--- config.mk ---
export PLATFORM = sky130hd
export DESIGN_NAME = base64_encoder_with_key_xor_top
export DESIGN_NICKNAME = d
export VERILOG_FILES = /design/src/design/b64x_pkg.sv /design/src/design/b64x_pack.sv /design/src/design/b64x_ser.sv /design/src/design/base64_encoder_with_key_xor_top.sv
export SDC_FILE = /design/constraint.sdc
export NUM_CORES = 1
export LEC_CHECK = 0
export ABC_AREA = 1
export BUFFER_PORTS_ARGS = -buffer_cell sky130_fd_sc_hd__buf_4
export CAP_MARGIN = 10
export CORE_MARGIN = 2
export CORE_UTILIZATION = 55
export CTS_BUF_LIST = sky130_fd_sc_hd__clkbuf_4 sky130_fd_sc_hd__clkbuf_8
export DETAILED_ROUTE_END_ITERATION = 8
export PLACE_DENSITY = 0.74
export SETUP_SLACK_MARGIN = 0.5
export SYNTH_ARGS = -nofsm -noshare
export SYNTH_HDL_FRONTEND = slang
export SYNTH_HIERARCHICAL = 1
export SYNTH_SLANG_ARGS = --single-unit
--- constraint.sdc ---
create_clock -name clk -period 5.18 [get_ports clk]
set_input_delay 0.777 -clock clk [delete_from_list [all_inputs] [get_ports clk]]
set_output_delay 0.777 -clock clk [all_outputs]
set_load 0.03 [all_outputs]
--- src/design/b64x_pkg.sv ---
// Shared types, constants and the character table for the keyed base64 encoder.
// No dependencies; used by every module of the block.
package b64x_pkg;

  localparam int unsigned MAX_KEY_BYTES = 16;
  localparam logic [7:0]  PAD_CHAR      = 8'h3D;

  // Configuration register indexes.
  localparam logic [1:0] CFG_KEY_LOW  = 2'd0;
  localparam logic [1:0] CFG_KEY_HIGH = 2'd1;
  localparam logic [1:0] CFG_KEY_LEN  = 2'd2;

  // One finished group: four characters, first one in slot 0.
  typedef struct packed {
    logic [3:0][7:0] chars;
    logic            eom;
  } group_t;

  // Standard alphabet: A-Z, a-z, 0-9, '+', '/'.
  function automatic logic [7:0] sextet_char(input logic [5:0] v);
    logic [7:0] c;
    if (v < 6'd26) begin
      c = 8'h41 + {2'b00, v};
    end else if (v < 6'd52) begin
      c = 8'h61 + {2'b00, v} - 8'd26;
    end else if (v < 6'd62) begin
      c = 8'h30 + {2'b00, v} - 8'd52;
    end else if (v == 6'd62) begin
      c = 8'h2B;
    end else begin
      c = 8'h2F;
    end
    return c;
  endfunction

endpackage

--- src/design/b64x_pack.sv ---
// Input stage: key XOR, group assembly and character mapping of one beat.
// Depends on b64x_pkg.
module b64x_pack (
  input  logic                  clk,
  input  logic                  rst_n,
  input  logic                  accept,
  input  logic [7:0]            data_byte,
  input  logic                  last_byte,
  input  logic [127:0]          key,
  input  logic [4:0]            key_len,
  output logic                  grp_valid,
  output b64x_pkg::group_t      grp
);

  localparam logic [4:0] MAX_LEN = 5'(b64x_pkg::MAX_KEY_BYTES);

  logic [15:0] held_r, held_nxt;
  logic [1:0]  fill_r, fill_nxt;
  logic [3:0]  pos_r,  pos_nxt;

  logic [4:0]  len_eff;
  logic [4:0]  pos_inc;
  logic [7:0]  b;
  logic [23:0] word;
  logic        complete;

  always_comb begin
    len_eff  = (key_len > MAX_LEN) ? MAX_LEN : key_len;
    pos_inc  = {1'b0, pos_r} + 5'd1;
    b        = data_byte;
    pos_nxt  = pos_r;
    if (len_eff != 5'd0) begin
      b       = data_byte ^ key[{pos_r, 3'b000} +: 8];
      pos_nxt = (pos_inc >= len_eff) ? 4'd0 : pos_inc[3:0];
    end
    complete = last_byte || (fill_r == 2'd2);

    case (fill_r)
      2'd0:    word = {b, 16'h0000};
      2'd1:    word = {held_r[15:8], b, 8'h00};
      default: word = {held_r, b};
    endcase

    grp.chars[0] = b64x_pkg::sextet_char(word[23:18]);
    grp.chars[1] = b64x_pkg::sextet_char(word[17:12]);
    grp.chars[2] = (fill_r >= 2'd1) ? b64x_pkg::sextet_char(word[11:6])
                                    : b64x_pkg::PAD_CHAR;
    grp.chars[3] = (fill_r >= 2'd2) ? b64x_pkg::sextet_char(word[5:0])
                                    : b64x_pkg::PAD_CHAR;
    grp.eom      = last_byte;
    grp_valid    = accept && complete;

    held_nxt = held_r;
    fill_nxt = fill_r;
    if (complete) begin
      held_nxt = 16'h0000;
      fill_nxt = 2'd0;
      if (last_byte) begin
        pos_nxt = 4'd0;
      end
    end else if (fill_r == 2'd0) begin
      held_nxt = {b, 8'h00};
      fill_nxt = 2'd1;
    end else begin
      held_nxt = {held_r[15:8], b};
      fill_nxt = 2'd2;
    end
  end

  always_ff @(posedge clk) begin
    if (!rst_n) begin
      held_r <= 16'h0000;
      fill_r <= 2'd0;
      pos_r  <= 4'd0;
    end else if (accept) begin
      held_r <= held_nxt;
      fill_r <= fill_nxt;
      pos_r  <= pos_nxt;
    end
  end

endmodule

--- src/design/b64x_ser.sv ---
// Output stage: a pending group slot and an active group sent one character a beat while out_stall is low.
// Depends on b64x_pkg.
module b64x_ser (
  input  logic              clk,
  input  logic              rst_n,
  input  logic              grp_valid,
  input  b64x_pkg::group_t  grp,
  output logic              full,
  output logic              out_valid,
  input  logic              out_stall,
  output logic [7:0]        out_char,
  output logic              out_end_of_message
);

  b64x_pkg::group_t act_r, act_nxt;
  b64x_pkg::group_t pend_r, pend_nxt;
  logic             act_valid_r, act_valid_nxt;
  logic             pend_valid_r, pend_valid_nxt;
  logic [1:0]       idx_r, idx_nxt;
  logic             out_fire;
  logic             act_free;

  assign full               = pend_valid_r;
  assign out_valid          = act_valid_r;
  assign out_char           = act_r.chars[idx_r];
  assign out_end_of_message = act_r.eom && (idx_r == 2'd3);

  always_comb begin
    out_fire       = act_valid_r && !out_stall;
    act_free       = !act_valid_r || (out_fire && (idx_r == 2'd3));
    act_nxt        = act_r;
    pend_nxt       = pend_r;
    act_valid_nxt  = act_valid_r;
    pend_valid_nxt = pend_valid_r;
    idx_nxt        = idx_r;

    if (act_free) begin
      // The pending group goes first so that groups leave in arrival order.
      idx_nxt = 2'd0;
      if (pend_valid_r) begin
        act_nxt        = pend_r;
        act_valid_nxt  = 1'b1;
        pend_nxt       = grp;
        pend_valid_nxt = grp_valid;
      end else if (grp_valid) begin
        act_nxt       = grp;
        act_valid_nxt = 1'b1;
      end else begin
        act_valid_nxt = 1'b0;
      end
    end else begin
      if (out_fire) begin
        idx_nxt = idx_r + 2'd1;
      end
      if (grp_valid) begin
        pend_nxt       = grp;
        pend_valid_nxt = 1'b1;
      end
    end
  end

  always_ff @(posedge clk) begin
    if (!rst_n) begin
      act_valid_r  <= 1'b0;
      pend_valid_r <= 1'b0;
      idx_r        <= 2'd0;
    end else begin
      act_valid_r  <= act_valid_nxt;
      pend_valid_r <= pend_valid_nxt;
      idx_r        <= idx_nxt;
    end
  end

  always_ff @(posedge clk) begin
    act_r  <= act_nxt;
    pend_r <= pend_nxt;
  end

endmodule

--- src/design/base64_encoder_with_key_xor_top.sv ---
// Top level of the keyed base64 encoder: configuration registers and the two stages.
// Depends on b64x_pkg, b64x_pack and b64x_ser.
//
//   channel  direction  handshake            payload
//   in_      input      in_valid / in_stall  in_data_byte, in_last_byte
//   out_     output     out_valid/out_stall  out_char, out_end_of_message
//   cfg_     input      cfg_we               cfg_index, cfg_wdata
//
// A byte is taken every cycle while the pending group slot is free; each group of
// four characters leaves at one character a cycle while out_stall is low, so
// sustained throughput is set by the output port.
// Reset (synchronous, active low) clears the key registers and the group state.
// A stall on the output holds the active character; the input stalls only when a
// finished group waits behind the one being sent.
module base64_encoder_with_key_xor_top (
  input  logic        clk,
  input  logic        rst_n,
  input  logic        in_valid,
  output logic        in_stall,
  input  logic [7:0]  in_data_byte,
  input  logic        in_last_byte,
  output logic        out_valid,
  input  logic        out_stall,
  output logic [7:0]  out_char,
  output logic        out_end_of_message,
  input  logic        cfg_we,
  input  logic [1:0]  cfg_index,
  input  logic [63:0] cfg_wdata
);

  logic [63:0]      key_low_r;
  logic [63:0]      key_high_r;
  logic [4:0]       key_len_r;
  logic             accept;
  logic             grp_valid;
  logic             full;
  b64x_pkg::group_t grp;

  assign in_stall = full;
  assign accept   = in_valid && !full;

  always_ff @(posedge clk) begin
    if (!rst_n) begin
      key_low_r  <= 64'd0;
      key_high_r <= 64'd0;
      key_len_r  <= 5'd0;
    end else if (cfg_we) begin
      case (cfg_index)
        b64x_pkg::CFG_KEY_LOW:  key_low_r  <= cfg_wdata;
        b64x_pkg::CFG_KEY_HIGH: key_high_r <= cfg_wdata;
        b64x_pkg::CFG_KEY_LEN:  key_len_r  <= cfg_wdata[4:0];
        default: ;
      endcase
    end
  end

  b64x_pack u_pack (
    .clk       (clk),
    .rst_n     (rst_n),
    .accept    (accept),
    .data_byte (in_data_byte),
    .last_byte (in_last_byte),
    .key       ({key_high_r, key_low_r}),
    .key_len   (key_len_r),
    .grp_valid (grp_valid),
    .grp       (grp)
  );

  b64x_ser u_ser (
    .clk                (clk),
    .rst_n              (rst_n),
    .grp_valid          (grp_valid),
    .grp                (grp),
    .full               (full),
    .out_valid          (out_valid),
    .out_stall          (out_stall),
    .out_char           (out_char),
    .out_end_of_message (out_end_of_message)
  );

endmodule
==> metrics.txt <==
Peak VDD IR=roughly 0.00024 V; Final #Nets=about 2100; unrepaired setup endpoints after global routing=no; final antenna-violating net count=0; Ys Warns=6; dominant synthesized flop cell=dfxtp_1; postcts setup bufs=0; Final Skew=between 0.02 and 0.03 ns; cts hold-fix bufs=0; hold endpoint=u_pack/held_r[3]; type of origin of the critical path=flip-flop; Worst-Skew Late Latency=0.54 ns; DRC=0; final period utilization=71.0%; setup TNS=0 ns; vias in the first global route=10800; diodes inserted=0; Port Buf Inserts=90; ratio of cells with drive above 1 in the final layout=a little over an eighth; endpoints failing setup=0; post-synth top area share=about a quarter; global-route wire length before repair=around 55000 um; wire length per cell=approximately 15 um; core outline area=about 23000 um^2; largest net degree at the start of global routing=84; R2R depth=17; routed vias/inst=about 5.1; post-cts repair resize count=0; worst hold path type=reg2reg; CP max FO=65; GRT Util Overall=27.4%; post-synthesis sequential area ratio=between 30% and 40%; Setup crit end kind=flip-flop; Die X-Extent=approximately 160 um; DR iter-0 viols=approximately 1000; RR Endpoint=u_ser/act_r[11]; dpl cells=~2300; commonest cells after routing, fill and taps aside=nand2_1, nor2_1, inv_1; initial antenna violation count=0; total power=4.50 mW; post-synth cell types=between 40 and 50; Starting Density=a little under three fifths; H-tree Lvls=2; RD Place Congestion=between 0.9 and 1; Max Slew Vio Count=0; EDFF count, synth=66; die height=approximately 160 um; synthesis-stage register bit count=about 230; Post-Route WL=34000 um; max_cap viols=0; Worst-path clk slew=around 0.06 ns; commonest non-fill, non-tap cell in the layout=nand2_1; Crit path arrival time=3.96 ns; Clock Path Buffers=3; r2r startpoint=u_pack/pos_r[0]; run status=complete, no violations; Layout fillers=around 2300; WS Path Type=reg2reg; Final Critical Period=about 3.7 ns; Layout area overhead=10.9%; Synth area leaders=dfxtp_1, nand2_1, edfxtp_1; CTS tree=built; R2R setup slack=1.50 ns; die footprint=24900 um^2; First-pass DRT Iterations=6; Sink Count=225; Worst Min Path Start=u_pack/held_r[3]; Hold Fails Final Rpt=0; Worst-Margin Slew=approximately 1.1 ns; Max Clk Rate=approximately 0.27 GHz; syn_area_per_cell=around 6.7 um^2; synthesized cell area=~13000 um^2; Non-Filler Instances=roughly 2300; max_slew headroom=~24%; Synth Instances=around 1900; Yosys top cell by area=dfxtp_1; root buffer cell=clkbuf_8; asr flop ratio synth=0%; Critical Path RT=5.46 ns; io pins=91; post-DP HPWL=23400 um; grt total ovfl=0; row count=56; Via Count=~12000; hold-critical path depth=2; number of CTS-inserted buffers=40; final core occ=61.8%; P_leak=7.09 nW; Power Density=approximately 310 nW/um^2
## area by class of cell
cell class              count  area, um^2  area share [%]
well taps                 319         399            2.77
clock inverters            10        81.3           0.564
flip-flops and latches    225        5170            35.8
repair buffers            102         766            5.31
clock buffers              60         776            5.38
multi-input cells        1373        6350            44.0
inverters                 237         890            6.17
## routing by layer
layer / track usage [%] / vias to the layer above / wire (um)
met5: 0 / - / 0
li1: - / 6085 / -
met2: 43.0 / 376 / 15000
met4: 6.71 / 0 / 610
met3: 3.59 / 49 / 2260
met1: 40.2 / 5468 / 16100
## cells in the mapped netlist, types with 7 or more instances
cell	number
nand2_4	7
o21ai_1	7
a21oi_1	103
o21ai_0	8
xor2_1	9
o211ai_2	8
edfxtp_1	66
buf_4	13
buf_6	11
nor2_1	233
dfxtp_1	159
clkbuf_1	9
nand3_1	174
nand2_1	697
inv_1	216
nand2_2	29
ha_1	21
buf_2	62
inv_2	19
nand3_2	9
nand4_1	11
## cells by family (layout without fill, tap and decap cells)
group,count (synthesis),count (layout),synth area share (%)
DFF,225,225,39.7
buffers and inverters,340,409,11.6
xor gates and xnor gates,14,14,0.943
and+or+nand+nor,1182,1182,38.3
other,1,2,0.0288
adders and majority gates,21,21,2.02
AOI/OAI and AO/OA,154,154,7.34
## critical path: stages (launching register included)
cell and delay (ns):
dfxtp_2 0.32, inv_2 0.80, nand2_1 0.17, nand3_1 0.17, nand3_1 0.09, nand3_1 0.11
nand4_1 0.11, nand2_1 0.21, inv_2 0.08, o21ai_4 0.24, inv_2 0.09, ha_1 0.25
nor3_4 0.33, nor2_4 0.09, nand2_1 0.07, nand3_1 0.11, nand2_1 0.09, nand2_1 0.06
## metrics by stage
stage	worst slack (ns)	hold WS (ns)	instance area, um^2
floorplan	2.36	0.445	13000
global placement	1.64	0.453	13600
detailed placement	1.61	0.457	13600
CTS	1.57	0.442	14400
global route	1.11	0.457	14400
finish	1.50	0.464	14400
## how the worst max path moves through the flow
stage	startpoint	end	slack, ns	cells after the start
after floorplan	in_valid	u_ser/pend_r[0]	2.36	8
after global placement	u_pack/pos_r[0]	u_ser/act_r[9]	1.64	17
after detailed placement	u_pack/pos_r[1]	u_ser/act_r[27]	1.61	18
after CTS	u_pack/pos_r[0]	u_ser/act_r[11]	1.57	17
after global routing	u_pack/pos_r[0]	u_ser/act_r[29]	1.11	18
final	u_pack/pos_r[0]	u_ser/act_r[11]	1.50	17
## power breakdown
group	switching (mW)	internal [mW]	total [mW]
combinational	0.506	0.246	0.753
clock	0.742	1.01	1.75
sequential	0.0599	1.94	2.00
total	1.31	3.19	4.50
## registers in the layout, indices dropped and copies added (netlist names)
register and count:
key_high_r 64, key_low_r 64, u_ser/act_r 33, u_ser/pend_r 33, u_pack/held_r 16, key_len_r 5, u_pack/pos_r 4, u_pack/fill_r 2
u_ser/idx_r 2, u_ser/full 1, u_ser/out_valid 1
Note: power is estimated with default switching activity, not from simulation.
